[config.mk]
export PLATFORM = sky130hd
export DESIGN_NAME = sitd_queue
export DESIGN_NICKNAME = d
export VERILOG_FILES = /design/src/rtl/core/signed_int_to_decimal_ascii_defines.svh /design/src/rtl/core/sitd_pkg.sv /design/src/rtl/core/sitd_queue.sv
export SDC_FILE = /design/constraint.sdc
export NUM_CORES = 1
export LEC_CHECK = 0
export BUFFER_PORTS_ARGS = -buffer_cell sky130_fd_sc_hd__buf_2
export CAP_MARGIN = 20
export CORE_MARGIN = 2
export CORE_UTILIZATION = 47
export CTS_CLUSTER_DIAMETER = 50
export CTS_CLUSTER_SIZE = 12
export DETAILED_ROUTE_END_ITERATION = 6
export GPL_TIMING_DRIVEN = 0
export PLACE_DENSITY_LB_ADDON = 0.08
export SKIP_LAST_GASP = 1
export SYNTH_ARGS = -nofsm -noshare
export SYNTH_HDL_FRONTEND = slang
export SYNTH_SLANG_ARGS = --single-unit
[constraint.sdc]
create_clock -name clock -period 2.2 [get_ports clock]
set_input_delay 0.22 -clock clock [delete_from_list [all_inputs] [get_ports clock]]
set_output_delay 0.22 -clock clock [all_outputs]
set_load 0.01 [all_outputs]
[src/rtl/core/signed_int_to_decimal_ascii_defines.svh]
// Assertion macros for the digit engine of the signed integer to decimal text converter.
`ifndef SIGNED_INT_TO_DECIMAL_ASCII_DEFINES_SVH
`define SIGNED_INT_TO_DECIMAL_ASCII_DEFINES_SVH

// Check a consequence in the same cycle as its trigger.
`define SITD_ASSERT_NOW(label, clk, rst, ante, cons, msg) \
   label: assert property (@(posedge clk) disable iff (rst) (ante) |-> (cons)) else $error(msg);

// Check a consequence in the cycle after its trigger.
`define SITD_ASSERT_NEXT(label, clk, rst, ante, cons, msg) \
   label: assert property (@(posedge clk) disable iff (rst) (ante) |=> (cons)) else $error(msg);

`endif

[src/rtl/core/sitd_pkg.sv]
// Types, constants and the power-of-ten table for the decimal text converter.
package sitd_pkg;

   localparam int unsigned MAG_WIDTH = 32;
   localparam int unsigned SCALED_WIDTH = 34;

   localparam logic [7:0] CHAR_ZERO  = 8'h30;
   localparam logic [7:0] CHAR_MINUS = 8'h2D;
   localparam logic [3:0] LAST_POS   = 4'd9;
   localparam logic [3:0] MAX_CHARS  = 4'd11;

   typedef struct packed {
      logic                 negative;
      logic [MAG_WIDTH-1:0] magnitude;
      logic                 stream_select;
   } item_type;

   typedef struct packed {
      logic empty;
      logic full;
   } queue_status_type;

   // k times the power of ten that weights digit position pos (position 0 is 10^9)
   function automatic logic [SCALED_WIDTH-1:0] scaled_power(input logic [3:0] pos,
                                                           input logic [3:0] k);
      logic [63:0] p;
      case (pos)
         4'd0:    p = 64'd1000000000;
         4'd1:    p = 64'd100000000;
         4'd2:    p = 64'd10000000;
         4'd3:    p = 64'd1000000;
         4'd4:    p = 64'd100000;
         4'd5:    p = 64'd10000;
         4'd6:    p = 64'd1000;
         4'd7:    p = 64'd100;
         4'd8:    p = 64'd10;
         default: p = 64'd1;
      endcase
      return SCALED_WIDTH'(p * {60'd0, k});
   endfunction

endpackage

[src/rtl/core/sitd_queue.sv]
// Two-entry item queue between the front end and the digit engine.
module sitd_queue (
   input  logic                       clock,
   input  logic                       reset,
   input  logic                       push,
   input  sitd_pkg::item_type         wr_item,
   input  logic                       pop,
   output sitd_pkg::item_type         rd_item,
   output sitd_pkg::queue_status_type status
);

   sitd_pkg::item_type entry_ff [2];
   logic               wr_ptr_ff, wr_ptr_in;
   logic               rd_ptr_ff, rd_ptr_in;
   logic [1:0]         count_ff, count_in;

   always_comb begin
      wr_ptr_in = push ? ~wr_ptr_ff : wr_ptr_ff;
      rd_ptr_in = pop ? ~rd_ptr_ff : rd_ptr_ff;
      count_in  = count_ff + {1'b0, push} - {1'b0, pop};
   end

   assign rd_item      = entry_ff[rd_ptr_ff];
   assign status.empty = (count_ff == 2'd0);
   assign status.full  = (count_ff == 2'd2);

   always_ff @(posedge clock) begin
      if (reset) begin
         wr_ptr_ff <= 1'b0;
         rd_ptr_ff <= 1'b0;
         count_ff  <= 2'd0;
      end else begin
         wr_ptr_ff <= wr_ptr_in;
         rd_ptr_ff <= rd_ptr_in;
         count_ff  <= count_in;
      end
   end

   always_ff @(posedge clock) begin
      if (push) begin
         entry_ff[wr_ptr_ff] <= wr_item;
      end
   end

endmodule

# == Word-level counts from Yosys, hierarchy flattened ==
# Memory sizes are Yosys's and may differ from the RTL's. A register that Yosys moved wholly into a read port is not among the register bits.
# Index checks and enable logic that the tools add are counted.
# totals
register_bits,4
mem_bits_rw,68
out_inout_bits,36
mem_count,1
# op_classes
n_addsub,2
eq_ne,1
n_mux,4
n_bitwise,2
reduce_logical,1
# mem_list
memory,depth,width,rd,rd_clocked_by_memory_dff,wr,line_no,text
entry_ff,2,34,1,1,1,sitd_queue.sv:12,sitd_pkg::item_type entry_ff [2];
# op_table
cell,count
$mux W1,4
$add A2 B1 Y2,1
$eq A2 B2 Y1 const B,1
$logic_not A2 Y1,1
$not A1 Y1,2
$sub A2 B1 Y2,1

# == Longest topological paths before layout ==
# logic_depth
ltp_word,3
mapped_depth,6
mapped_depth_nobuf,6

# == Worst setup path before layout ==
# No wires, ideal clock.
# synth_timing
path_kind,register to register
from,reg wr_ptr_ff
to,mem entry_ff[0][0] (netlist name) (enable)
setup_time_ps,429
arrival_ps,1855
t_required_ps,1771
slack_ps,-85
path_stages_with_launch,2
period_less_slack_ps,2285
cell_sequence,dfxtp_1 > nor2b_1
# synth_lines
item,line_no,text
from (decl),sitd_queue.sv:13,"logic wr_ptr_ff, wr_ptr_in;"
from (signal assigned),sitd_queue.sv:33,wr_ptr_ff <= wr_ptr_in;
to (decl),sitd_queue.sv:12,
# Straight into the memory's write port.

==> metrics <==
Clock transition at path regs 70 ps; Inserted Clock Buffers 9; finished layout cell area 3471 sq um; post-synth top area share 72.28%; Global Route Usage Sum a little over an eighth; Max-slew headroom 43.87%; Clock power frac 27.7%; fin nets 252; Post-route DRC 0; antenna viol nets, final 0; highest-delay cell along the critical path dfxtp_1; register area share after synthesis 75.82%; Critical Path End Type output pin; number of diodes 0; fin crit period between 1500 and 2000 ps; core area 5851 sq um; dominant cell type by area after synthesis edfxtp_1; Setup Crit Path Kind flip-flop to output pin; Max stage delay on crit path 330 ps; Top FF cell, synth edfxtp_1; Final setup viols 0; peak supply drop 0.0007725 V; worst path required time roughly 2000 ps; PostCTS Resize Cnt 0; Placer Congestion 0.6231; Max Slew Vio Count 0; fillers between 400 and 500; Die Height ~82 um; RSZ-0062 raised after global routing false; Lkg Pwr 0.001398 uW; ratio of cells with drive above 1 in the final layout between 50% and 60%; Fmax slightly above 600 MHz; Initial DRC Count 61; CTS root buffer clkbuf_8; critical-path cell list buf_6 -> buf_12 -> mux2_4 -> buf_2; status finished, final reports clean; Hold Violations, Final 0; TritonCTS clock tree done; Hold Buf Count CTS 0; final period utilization 74.01%; initial antenna violation count 0; top-count cell post-synth edfxtp_1; Worst Skew 5.166 ps; Avg Cell Area, Syn about 22 sq um; drt first pass iters 4; Total Die Area 6647 sq um; Via density 4.680; final std cells w/o fill 291; Fin Setup TNS 0 ps; Layout area overhead 22.85%; MaxCap Viol Count 0; Clk Latency, worst-skew pair around 320 ps; Net Count, Synth 167; synth top area cells edfxtp_1, mux2_4, dfxtp_1, buf_12, mux2_2; Multi-input gate area 613.1 sq um; crit-path leading delay family buffers and inverters; Post-DP Area 3321 sq um; Worst R2R Setup Slack ~660 ps; Post-synth ARST share 0%; Post-Place Cells 276; CP max FO 10; Post-CTS Setup Bufs 0; switch share 22.05%; Worst Tran Pin Value ~840 ps; via count 1362; vias in the first global route 1438; Post-synth EDFFs 68; WHS 78.62 ps; first-pass GRT wire length 6223 um; pin count of the biggest net entering global routing 35; Post-Route WL 4194 um; Pwr Density 830.4 nW/um^2; hold crit path type primary input to flip-flop; CTS HTree Levels 3; Top-Level Pins 74; final core occ 59.32%; global route overflow 0; mapped cell area ~2800 sq um; post-detail-place hpwl 2959 um; Synth cell types 13; Starting Density roughly half; # clock sinks between 70 and 80; CTS Buffer Depth 2; Syn Inst Count 127; Comb pwr share about 15%; DR WL/cell 14.41 um; Internal Power between 2000 and 2500 uW; critical path data arrival time between 1000 and 1500 ps; Yosys warnings 0; #FFs+latches synth 73; share of power burned in registers between 50% and 60%; num rows 28; NetSw 635.5 uW; Bufs and invs on worst path 3; register area around 2100 sq um; synth cell count leaders edfxtp_1, mux2_4, dfxtp_1, nor2_1, mux2_2; Die X about 82 um; PortBufs 73; type of origin of the critical path flip-flop
-- cell type report --
cell class / count / share of cell area [%]
repair buffers: 74 / 11.32
well taps: 75 / 2.704
clock inverters: 6 / 0.7570
clock buffers: 9 / 3.569
inverters: 2 / 0.2163
multi-input cells: 48 / 17.66
plain buffers: 4 / 2.055
flip-flops and latches: 73 / 61.72
-- metrics by stage --
step | power [uW] | setup WS, ps
after floorplan | 1956 | 560.0
after global placement | 2094 | 98.75
after detailed placement | 2122 | 669.5
after CTS | 2923 | 536.0
after global routing | 3011 | 496.5
final | 2882 | 571.9
-- cells by family (layout without fill, tap and decap cells) --
kind of cell               after synthesis  after routing  share of synthesized area, %
muxes                                   34             34                         17.54
and+or+nand+nor                          9              9                         1.550
buffers and inverters                    6             95                         2.790
xor gates and xnor gates                 3              3                         1.417
DFF                                     73             73                         75.82
adders and majority gates                2              2                        0.8856
-- cell usage in the layout, fill, tap and decap left out --
master	netlist	final
buf_2	0	73
edfxtp_1	68	68
mux2_4	30	30
clkbuf_8	0	9
nor2_1	5	5
dfxtp_1	5	5
mux2_2	4	4
buf_12	3	3
clkinv_1	0	3
clkinv_2	0	3
inv_1	2	2
nor2b_1	3	2
xnor2_1	2	2
ha_1	2	2
buf_6	1	1
and2_2	0	1
nor2b_4	0	1
xnor3_1	1	1
buf_16	0	1
-- flip-flops by register name, summed over array words and instances (netlist names), named ones only --
name	cells
rd_ptr_ff	1
wr_ptr_ff	1
count_ff	2
entry_ff	68
-- layer usage --
layer	up-vias	track usage [%]	wire, um
met5	-	0	0
met3	7	4.176	262
met2	46	24.34	2361
met4	0	8.644	72
li1	654	-	-
met1	655	12.72	1498
-- final timing paths --
kind,startpoint,to,cells past startpoint
worst min register to register,rd_ptr_ff,flip-flop,2
worst max-delay path,flip-flop,rd_item[27],4
worst max register to register,wr_ptr_ff,entry_ff[1][32],1
worst min-delay path,wr_item[17],entry_ff[1][17],1
-- power by group through the flow --
stage	Combinational, uW	Sequential [uW]	Clock [uW]
after detailed placement	442	1680	0
final	433	1650	800
after global placement	420	1670	0
after CTS	443	1650	830
after global routing	473	1660	882
after floorplan	285	1670	0
(Power assumes the default switching activity.)
