### src/rtl/core/signed_int_to_decimal_ascii_defines.svh
// Assertion macros for the digit engine of the signed integer to decimal text converter.
`ifndef SIGNED_INT_TO_DECIMAL_ASCII_DEFINES_SVH
`define SIGNED_INT_TO_DECIMAL_ASCII_DEFINES_SVH

// Check a consequence in the same cycle as its trigger.
`define SITD_ASSERT_NOW(label, clk, rst, ante, cons, msg) \
   label: assert property (@(posedge clk) disable iff (rst) (ante) |-> (cons)) else $error(msg);

// Check a consequence in the cycle after its trigger.
`define SITD_ASSERT_NEXT(label, clk, rst, ante, cons, msg) \
   label: assert property (@(posedge clk) disable iff (rst) (ante) |=> (cons)) else $error(msg);

`endif

### src/rtl/core/sitd_pkg.sv
// Types, constants and the power-of-ten table for the decimal text converter.
package sitd_pkg;

   localparam int unsigned MAG_WIDTH = 32;
   localparam int unsigned SCALED_WIDTH = 34;

   localparam logic [7:0] CHAR_ZERO  = 8'h30;
   localparam logic [7:0] CHAR_MINUS = 8'h2D;
   localparam logic [3:0] LAST_POS   = 4'd9;
   localparam logic [3:0] MAX_CHARS  = 4'd11;

   typedef struct packed {
      logic                 negative;
      logic [MAG_WIDTH-1:0] magnitude;
      logic                 stream_select;
   } item_type;

   typedef struct packed {
      logic empty;
      logic full;
   } queue_status_type;

   // k times the power of ten that weights digit position pos (position 0 is 10^9)
   function automatic logic [SCALED_WIDTH-1:0] scaled_power(input logic [3:0] pos,
                                                           input logic [3:0] k);
      logic [63:0] p;
      case (pos)
         4'd0:    p = 64'd1000000000;
         4'd1:    p = 64'd100000000;
         4'd2:    p = 64'd10000000;
         4'd3:    p = 64'd1000000;
         4'd4:    p = 64'd100000;
         4'd5:    p = 64'd10000;
         4'd6:    p = 64'd1000;
         4'd7:    p = 64'd100;
         4'd8:    p = 64'd10;
         default: p = 64'd1;
      endcase
      return SCALED_WIDTH'(p * {60'd0, k});
   endfunction

endpackage

### src/rtl/core/sitd_front.sv
// Front end: accept an item, split it into sign and magnitude, push it.
module sitd_front (
   input  logic                       start,
   output logic                       busy,
   input  logic signed [31:0]         req_value,
   input  logic                       req_to_error_stream,
   input  sitd_pkg::queue_status_type status,
   output logic                       push,
   output sitd_pkg::item_type         wr_item
);

   logic [31:0] value_bits;

   assign value_bits = $unsigned(req_value);
   assign busy       = status.full;
   assign push       = start && !status.full;

   always_comb begin
      wr_item.negative      = value_bits[31];
      wr_item.magnitude     = value_bits[31] ? (~value_bits + 32'd1) : value_bits;
      wr_item.stream_select = req_to_error_stream;
   end

endmodule

### config.mk
export PLATFORM = sky130hd
export DESIGN_NAME = sitd_front
export DESIGN_NICKNAME = d
export VERILOG_FILES = /design/src/rtl/core/signed_int_to_decimal_ascii_defines.svh /design/src/rtl/core/sitd_pkg.sv /design/src/rtl/core/sitd_front.sv
export SDC_FILE = /design/constraint.sdc
export NUM_CORES = 1
export LEC_CHECK = 0
export CORE_ASPECT_RATIO = 1.2
export CORE_MARGIN = 2
export CORE_UTILIZATION = 30
export DETAILED_ROUTE_END_ITERATION = 16
export DONT_BUFFER_PORTS = 1
export PLACE_DENSITY_LB_ADDON = 0.05
export SLEW_MARGIN = 10
export SYNTH_ARGS = -nofsm -noshare
export SYNTH_HDL_FRONTEND = slang
export SYNTH_SLANG_ARGS = --single-unit
### constraint.sdc
create_clock -name vclk -period 4.2
set_input_delay 0.84 -clock vclk [all_inputs]
set_output_delay 0.84 -clock vclk [all_outputs]
set_load 0.005 [all_outputs]
### After elaboration in Yosys (flattened, before gate mapping)

Index checks and enable logic that the tools add are counted.

* register bits: 0
* latch bits: 0
* bits in writable memories: 0
* ROM bits: 0
* input bits: 36
* output and inout bits: 36
* logic and storage cells: 5
* memories: 0

* $add $sub $neg: 1
* $mul: 0
* div/mod/pow operators: 0
* $lt $le $gt $ge: 0
* eq/ne operators: 0
* shifts and indexed selects: 0
* multiplexer cells: 1
* bitwise operators: 1
* reduce and logical (&&, ||, !) cells: 2

Operators with widths (count)
* $add A32 B1 Y32 const B: 1
* $mux W32: 1
* $not A32 Y32: 1
* $logic_and A1 B1 Y1: 1
* $logic_not A1 Y1: 1

### Depth between registers and ports, before layout

Gate-level depths: netlist of the first run.

* depth after elaboration: 3
* mapped depth: 5

### Worst setup path after synthesis of the first run

No wires, ideal clock.

* path type: in2out
* start: in req_value[24]
* end: out wr_item[29] in the netlist's numbering
* arrival: 1.981 ns
* slack: 1.379 ns
* stages: 4
* buffers on the path: 0
* cells stage by stage: nor4_1 nand2_1 o41ai_2 xnor2_1

RTL lines
* start, declared: RTL line sitd_front.sv:5 `input logic signed [31:0] req_value,`
* end, declared: RTL line sitd_front.sv:9 `output sitd_pkg::item_type wr_item`

==> flow_metrics.tcl, run 1 <==
set metrics [dict create \
    grt-busiest-layer "met2" \
    ant_nets 0 \
    total_leakage_power_nw 0.198 \
    cts_resized 0 \
    port_buffers 0 \
    area_growth_pct -0.464 \
    fp.dieH_um 60.9 \
    pwr-share-seq_pct 0 \
    slew_violations 0 \
    synth-xor-area-share_pct 31.4 \
    track_usage_pct 12.0 \
    crit_path_top_delay_cell "nor4_1" \
    dr.pass1.iters 4 \
    nFlopsAndLatches 0 \
    use_met2_pct 23.1 \
    max_slew_margin_pct 54.9 \
    seq_area_um2 0 \
    ir_drop_mv 0.0275 \
    nets 134 \
    synth_top_family_by_area "simple AND/OR/NAND/NOR gates" \
    use_met3_pct 0.739 \
    rows 20 \
    hold_class "in -> out" \
    path_cells "nor4_1 > nand2_1 > o41ai_2 > xnor2_1" \
    syn_area_um2 810 \
    power.switching_uw 27.3 \
    cts-hold-fix-buffers 0 \
    max_freq_ghz 0.323 \
    cp.arrival_ns 2.25 \
    fill_cells 305 \
    cts_setup_buffers 0 \
    die_w_um 51.4 \
    grt_pass1_wl_um 3040 \
    yosysWarnings 0 \
    critical_path.endpoint_type "primary output" \
    antennaDiodeCount 0 \
    route.vias.total 738 \
    gp_congestion 0.619 \
    grt_antenna_before_repair 0 \
    viasPerCell 5.77 \
    final.min_clock_period_ns 3.09 \
    max_stage_delay_ns 0.59 \
    cp_max_fo 4 \
    grt_overflow 0 \
    num_io_pins 72 \
    wl_um 2010 \
    tightest_slew_ns 0.670 \
    drive_gt1_share_pct 14.7 \
    synth_fa_ha_area_share_pct 1.55 \
    ys_seq_area_share_pct 0 \
    yosysUniqueCellTypes 27 \
    path_delay_family "simple AND/OR/NAND/NOR gates" \
    required_ns 3.36 \
    initial_core_util_pct 31.7 \
    hold_violations 0 \
    dieArea_um2 3130 \
    use_met1_pct 15.6 \
    worstSetupStartpointType "input pin" \
    maxCapViolCount 0 \
    power_frac_comb_pct 100.0 \
    drc 0 \
    p_int_uw 30.5 \
    syn_area_per_cell_um2 7.86 \
    outcome "finished, final reports clean" \
    grt_pass1_vias 702 \
    post_drt_wl_per_cell_um 15.7 \
    setup_viol 0 \
    swShare_pct 47.2 \
    setup-tns-final_ns 0 \
    fin_crit_sh_pct 73.6 \
    synthCells 103 \
    rsz0062_at_grt "no" \
    p_per_area_nw_per_um2 71.7 \
    yosys.area_share.simple_pct 32.5 \
    synth_compound_area_share_pct 28.1 \
    p_clk_share_pct 0 \
    drt_iter0_drc 8 \
    muxShareOfSynthArea_pct 0 \
    grt_max_degree 34 \
    p_total_uw 57.8 \
    clock_buffers 0 \
    cp.buffers_inverters 0 \
    core_um2 2550 \
    synth_fp_nets 140 \
    dpl.hpwl_um 1650 \
    multi_input_area_um2 757 \
    crit_type "in -> out" \
]
-- final cells by class --
type	instances	share of cell area [%]
multi-input cells	93	93.9
inverters	2	0.932
well taps	33	5.12
-- layout by cell type, fill, tap and decap left out, types with 2 or more instances in the layout --
master    count
o21ai_0       6
o31ai_1      10
nand3_1       2
nand3b_1      2
nor4_4        2
nand2b_1      4
xnor2_1      29
nand2_1      11
nor4_1        3
nor3_1        2
o41ai_2       7
nor2_1        4
inv_1         2
-- cell families (layout without fill, tap and decap cells) --
group / Yosys count / after routing
and+or+nand+nor: 39 / 39
adders and majority gates: 1 / 1
xor gates and xnor gates: 29 / 29
buffers and inverters: 10 / 2
AOI/OAI and AO/OA: 24 / 24
-- power by group through the flow --
stage          sequential [mW]  combinational (mW)  clock [mW]
6_report                     0              0.0578           0
4_1_cts                      0              0.0590           0
3_5_place_dp                 0              0.0587           0
3_3_place_gp                 0              0.0592           0
5_1_grt                      0              0.0647           0
2_1_floorplan                0              0.0591           0
-- layer usage --
layer | wire length (um) | share of wire [%] | vias to the layer above
met2 | 1010 | 50 | 37
met4 | 0 | 0 | 0
li1 | - | - | 361
met3 | 149 | 7.4 | 0
met5 | 0 | 0 | -
met1 | 845 | 42 | 340
-- worst paths after layout --
path                                 from     endpoint  cells past startpoint
worst min-delay path  req_to_error_stream   wr_item[0]                      0
worst max-delay path        req_value[24]  wr_item[29]                      4
-- metrics by stage --
step                setup WS, ns  hold slack, ns  std cells  util (%)  area, um^2
floorplan                   1.38            1.71        103         -         810
global placement            1.08            1.68        128      31.6         806
detailed placement          1.11            1.68        128      31.6         806
CTS                         1.10            1.68        128      31.6         806
global route               0.978            1.68        128      31.6         806
finish                      1.11            1.68        128      31.6         806
-- cells in the mapped netlist --
library cell,n,area [um^2]
xnor2_1,29,254
nand2_1,11,41.3
o31ai_1,10,75.1
o41ai_2,7,114
o21ai_0,6,30.0
buf_4,4,30.0
nand2b_1,4,25.0
nor2_1,4,15.0
nor4_1,3,18.8
buf_1,2,7.51
clkbuf_1,2,7.51
inv_1,2,7.51
nand3_1,2,10.0
nand3b_1,2,15.0
nor3_1,2,10.0
nor4_4,2,42.5
ha_1,1,12.5
nand3_4,1,17.5
nand4_1,1,6.26
nand4_2,1,12.5
nor2b_1,1,6.26
nor3_2,1,10.0
nor4_2,1,12.5
o41ai_1,1,8.76
or2_2,1,6.26
or2b_1,1,7.51
or3_1,1,6.26
No activity file was read; power rests on OpenSTA's default activity.
==> inputs of run 2 (changes only) <==
--- a/config.mk
+++ b/config.mk
@@ -5,6 +5,7 @@
 export SDC_FILE = /design/constraint.sdc
 export NUM_CORES = 1
 export LEC_CHECK = 0
+export ABC_AREA = 1
 export CORE_ASPECT_RATIO = 1.2
 export CORE_MARGIN = 2
 export CORE_UTILIZATION = 30
==> constraint.sdc (replaced) <==
create_clock -name vclk -period 2.58
set_input_delay 0.516 -clock vclk [all_inputs]
set_output_delay 0.516 -clock vclk [all_outputs]
set_load 0.005 [all_outputs]
==> run 2 against run 1 <==
Net effect:
- sequential share of layout area stayed put
- flip-flop and latch count stayed put
- global-route usage is 3.2 points higher
- routed wire length is 61% higher
- die area is 38% higher
- critical path depth is 5 higher
- largest power group unchanged
- largest cell class unchanged
- via count is 71% higher
- clock-buffer cell count stayed put
- combinational power is 130% higher
- final area is 44% higher
==> flow_metrics.tcl, run 2 <==
set metrics [dict create \
    drc 0 \
    critical_path.endpoint_type "primary output" \
    fin_crit_sh_pct 78.9 \
    antennaDiodeCount 0 \
    p_per_area_nw_per_um2 117 \
    cp.arrival_ns 1.52 \
    slew_violations 0 \
    required_ns 2.06 \
    cp_max_fo 4 \
    drive_gt1_share_pct 12.3 \
    final.min_clock_period_ns 2.04 \
    ir_drop_mv 0.0221 \
    cts_setup_buffers 0 \
    viasPerCell 4.65 \
    ys_seq_area_share_pct 0 \
    rsz0062_at_grt "no" \
    num_io_pins 72 \
    synth_top_cell_by_area "nand2_1" \
    route.vias.total 1259 \
    post_drt_wl_per_cell_um 12.0 \
    synth_top_area_share_pct 27.2 \
    grt_pass1_wl_um 5280 \
    layoutNonFillerInstCount 271 \
    layout_common_cells "nand2_1, nor2_1, inv_1, nand3_1, xor2_1" \
    maxCapViolCount 0 \
    die_w_um 60.4 \
    max_freq_ghz 0.491 \
    dieArea_um2 4320 \
    synth_area_leaders "nand2_1, nor2_1, inv_1" \
    max_slew_margin_pct 77.8 \
    syn_area_um2 1140 \
    dpl.hpwl_um 2880 \
    synth.most_common_cell "nand2_1" \
    clock_buffers 0 \
    syn_area_per_cell_um2 5.06 \
    dp.cells 271 \
    postLayoutCoreUtil_pct 32.0 \
    wl_um 3240 \
    grt_pass1_vias 1177 \
    worstSetupStartpointType "input pin" \
    synthCells 226 \
    total_leakage_power_nw 0.594 \
    area_growth_pct 1.53 \
    final_common_cell "nand2_1" \
    fp.dieH_um 71.6 \
    rows 24 \
    outcome "finished, final reports clean" \
    fill_cells 447 \
    setup_viol 0 \
    ant_nets 0 \
    dr.pass1.iters 4 \
    yosysWarnings 0 \
    port_buffers 0 \
    hold_class "in -> out" \
    seq_area_um2 0 \
    synth_common_cells "nand2_1, nor2_1, inv_1" \
    nets 258 \
    crit_type "in -> out" \
    synth_fp_nets 263 \
    gp_congestion 0.804 \
    grt_max_degree 31 \
    cts_resized 0 \
    setup-tns-final_ns 0 \
    grt_overflow 0 \
    core_um2 3630 \
    hold_violations 0 \
    initial_core_util_pct 31.5 \
    cts-hold-fix-buffers 0 \
    yosysUniqueCellTypes 22 \
    drt_iter0_drc 35 \
    tightest_slew_ns 0.332 \
    grt_antenna_before_repair 0 \
    track_usage_pct 15.2 \
    nFlopsAndLatches 0 \
]
run 2: cell types whose count changed after synthesis, sizes merged, moves of 10 or more:
cell	before	now
nand2	11	91
xor2	0	10
nand3	3	18
o31ai	10	0
nor2	4	53
inv	2	26
xnor2	29	4
run 2: cell type report:
class	count	area [um^2]	area share, %
Multi-Input combinational cell	193	998	86.0
Inverter	26	97.6	8.41
Tap cell	52	65.1	5.60
run 2: final timing paths:
path          end  cells past startpoint           startpoint  slack (ns)
min    wr_item[0]                      0  req_to_error_stream        1.03
max   wr_item[23]                      9         req_value[1]        0.54
run 2: layer usage:
metal,vias to the layer above,part of all wire [%],GRT usage [%]
met1,540,40,18.9
met5,-,0,0
li1,676,-,-
met3,4,6.6,1.44
met4,0,0.99,1.48
met2,39,52,28.6
run 2: cells by family (layout without fill, tap and decap cells):
family	count (synthesis)	count (layout)	synth area share [%]
buf+inv	33	26	12.7
compound gates	10	10	5.36
simple gates	168	168	70.1
fa+ha+maj	1	1	1.09
xor+xnor	14	14	10.7
run 2: worst max-delay path, stage by stage:
cell and delay (ns):
inv_1 0.08, ha_1 0.19, nand3_2 0.15, nand2_1 0.14, o21ai_2 0.10, nor2_4 0.16, nand2_1 0.06, nand2_1 0.05
nand2_1 0.06
run 2: per-stage QoR:
step,hold WS (ns),setup WS (ns),total power [mW],cell area [um^2]
global placement,1.03,0.524,0.137,1160
finish,1.03,0.544,0.135,1160
floorplan,1.06,0.673,0.130,1140
detailed placement,1.03,0.534,0.138,1160
global route,1.03,0.427,0.157,1160
CTS,1.03,0.524,0.138,1160
run 2: report_power, final:
group	internal, mW	switching, mW
registers	0	0
logic	0.0498	0.0856
clock network	0	0
==> inputs of run 3 (changes only) <==
==> constraint.sdc (replaced) <==
create_clock -name vclk -period 1.85
set_input_delay 0.37 -clock vclk [all_inputs]
set_output_delay 0.37 -clock vclk [all_outputs]
set_load 0.005 [all_outputs]
==> run 3 against run 2 <==
Net effect:
- combinational power increased by 41%
- first-iteration DRC count decreased by 8.6%
- utilization increased by 0.21 points
- die area unchanged
- total power increased by 41%
- hold slack got worse by 0.29 ns
- critical path depth unchanged
- clock-buffer cell count unchanged
- cell count unchanged
- routed wire length decreased by 0.52%
- final area increased by 0.65%
- largest power group unchanged
==> flow_metrics.tcl, run 3 (synthesis results as in run 2) <==
set metrics [dict create \
    nets 258 \
    dr.pass1.iters 4 \
    fp.dieH_um 71.6 \
    worst-path-stages 9 \
    port_buffers 0 \
    worstSetupStartpointType "input pin" \
    grt_max_degree 31 \
    wl_um 3220 \
    post-place-ws_ns 0.0801 \
    crit_start "req_value[1]" \
    rsz0062_at_grt "no" \
    ir_drop_mv 0.0322 \
    viasPerCell 4.63 \
    hold-worst-slack_ns 0.740 \
    layout_common_cells "nand2_1, nor2_1, inv_1, nand3_1, xor2_1" \
    wl_met2_um 1730 \
    grt_pass1_vias 1201 \
    grt_antenna_before_repair 0 \
    hold_class "in -> out" \
    num_io_pins 72 \
    outcome "finished, final reports clean" \
    route.vias.total 1255 \
    rows 24 \
    crit_type "in -> out" \
    cts_setup_buffers 0 \
    total_leakage_power_nw 0.594 \
    gp_congestion 0.806 \
    cp.arrival_ns 1.36 \
    fill_cells 450 \
    track_usage_pct 15.2 \
    nFlopsAndLatches 0 \
    grt_pass1_wl_um 5310 \
    clock_buffers 0 \
    crit_top_cell "nand2_1" \
    required_ns 1.48 \
    die_w_um 60.4 \
    dp.cells 271 \
    final.min_clock_period_ns 1.73 \
    path_cells "inv_1 > ha_1 > nand3_4 > nand2_1 > o21ai_2 > nor2_4 > nand2_1 > nand2_1 > nand2_1" \
    p_total_uw 190 \
    slew_violations 0 \
    dieArea_um2 4320 \
    area_growth_pct 2.19 \
    cp.buffers_inverters 1 \
    initial_core_util_pct 31.5 \
    p_per_area_nw_per_um2 163 \
    endpoint "wr_item[23]" \
    ant_nets 0 \
    setup-tns-final_ns 0 \
    final_common_cell "nand2_1" \
    max_stage_delay_ns 0.22 \
    critical_path.endpoint_type "primary output" \
    grt_overflow 0 \
    core_um2 3630 \
    post_drt_wl_per_cell_um 11.9 \
    max_slew_margin_pct 77.7 \
    crit_path_top_delay_cell "ha_1" \
    drc 0 \
    hold_violations 0 \
    multi_input_area_um2 1010 \
    path_delay_family "simple AND/OR/NAND/NOR gates" \
    maxUsedRoutingLayer "met3" \
    seq_area_um2 0 \
    m1WireLength_um 1270 \
    cp_max_fo 4 \
    tightest_slew_ns 0.333 \
    maxCapViolCount 0 \
    setup_slack_ns 0.118 \
    drt_iter0_drc 32 \
    dpl.hpwl_um 2900 \
    setup_viol 0 \
    layoutNonFillerInstCount 271 \
    antennaDiodeCount 0 \
    fin_crit_sh_pct 93.6 \
    max_freq_ghz 0.577 \
    met3_length_um 223 \
    drive_gt1_share_pct 12.3 \
]
## run 3: changes by cell type in the layout (fill, tap and decap cells not counted)
cell	change
nand3_2	-1
nand3_4	+1
## run 3: metrics by stage
stage	area (um^2)	utilization [%]
final	1170	32.2
after global routing	1170	32.2
after CTS	1160	32.0
after detailed placement	1160	32.0
after global placement	1160	32.0
after floorplan	1140	-
## run 3: per-layer routing
metal	track usage (%)	vias to the layer above
met5	0	-
met2	29.6	40
met4	0	0
li1	-	679
met3	0.903	0
met1	18.9	536
## run 3: what timing repair did
item                                    CTS  global route
hold buffers                              0             0
endpoints found under the setup margin    0             4
gates resized for setup                   0             1
## run 3: worst min path at each step
stage	cells past startpoint	slack, ns	start	endpoint
floorplan	1	0.77	status[0]	push
global placement	0	0.74	status[0]	busy
detailed placement	0	0.74	status[0]	busy
CTS	0	0.74	status[0]	busy
global route	0	0.74	req_to_error_stream	wr_item[0]
finish	0	0.74	req_to_error_stream	wr_item[0]
## run 3: cell type report
type                            instances  area share (%)
Inverter                               26            8.35
Tap cell                               52            5.57
Multi-Input combinational cell        193            86.1
## run 3: power breakdown
group / switching, mW / internal (mW) / leakage [nW]
logic: 0.120 / 0.0698 / 0.594
registers: 0 / 0 / 0
clock network: 0 / 0 / 0
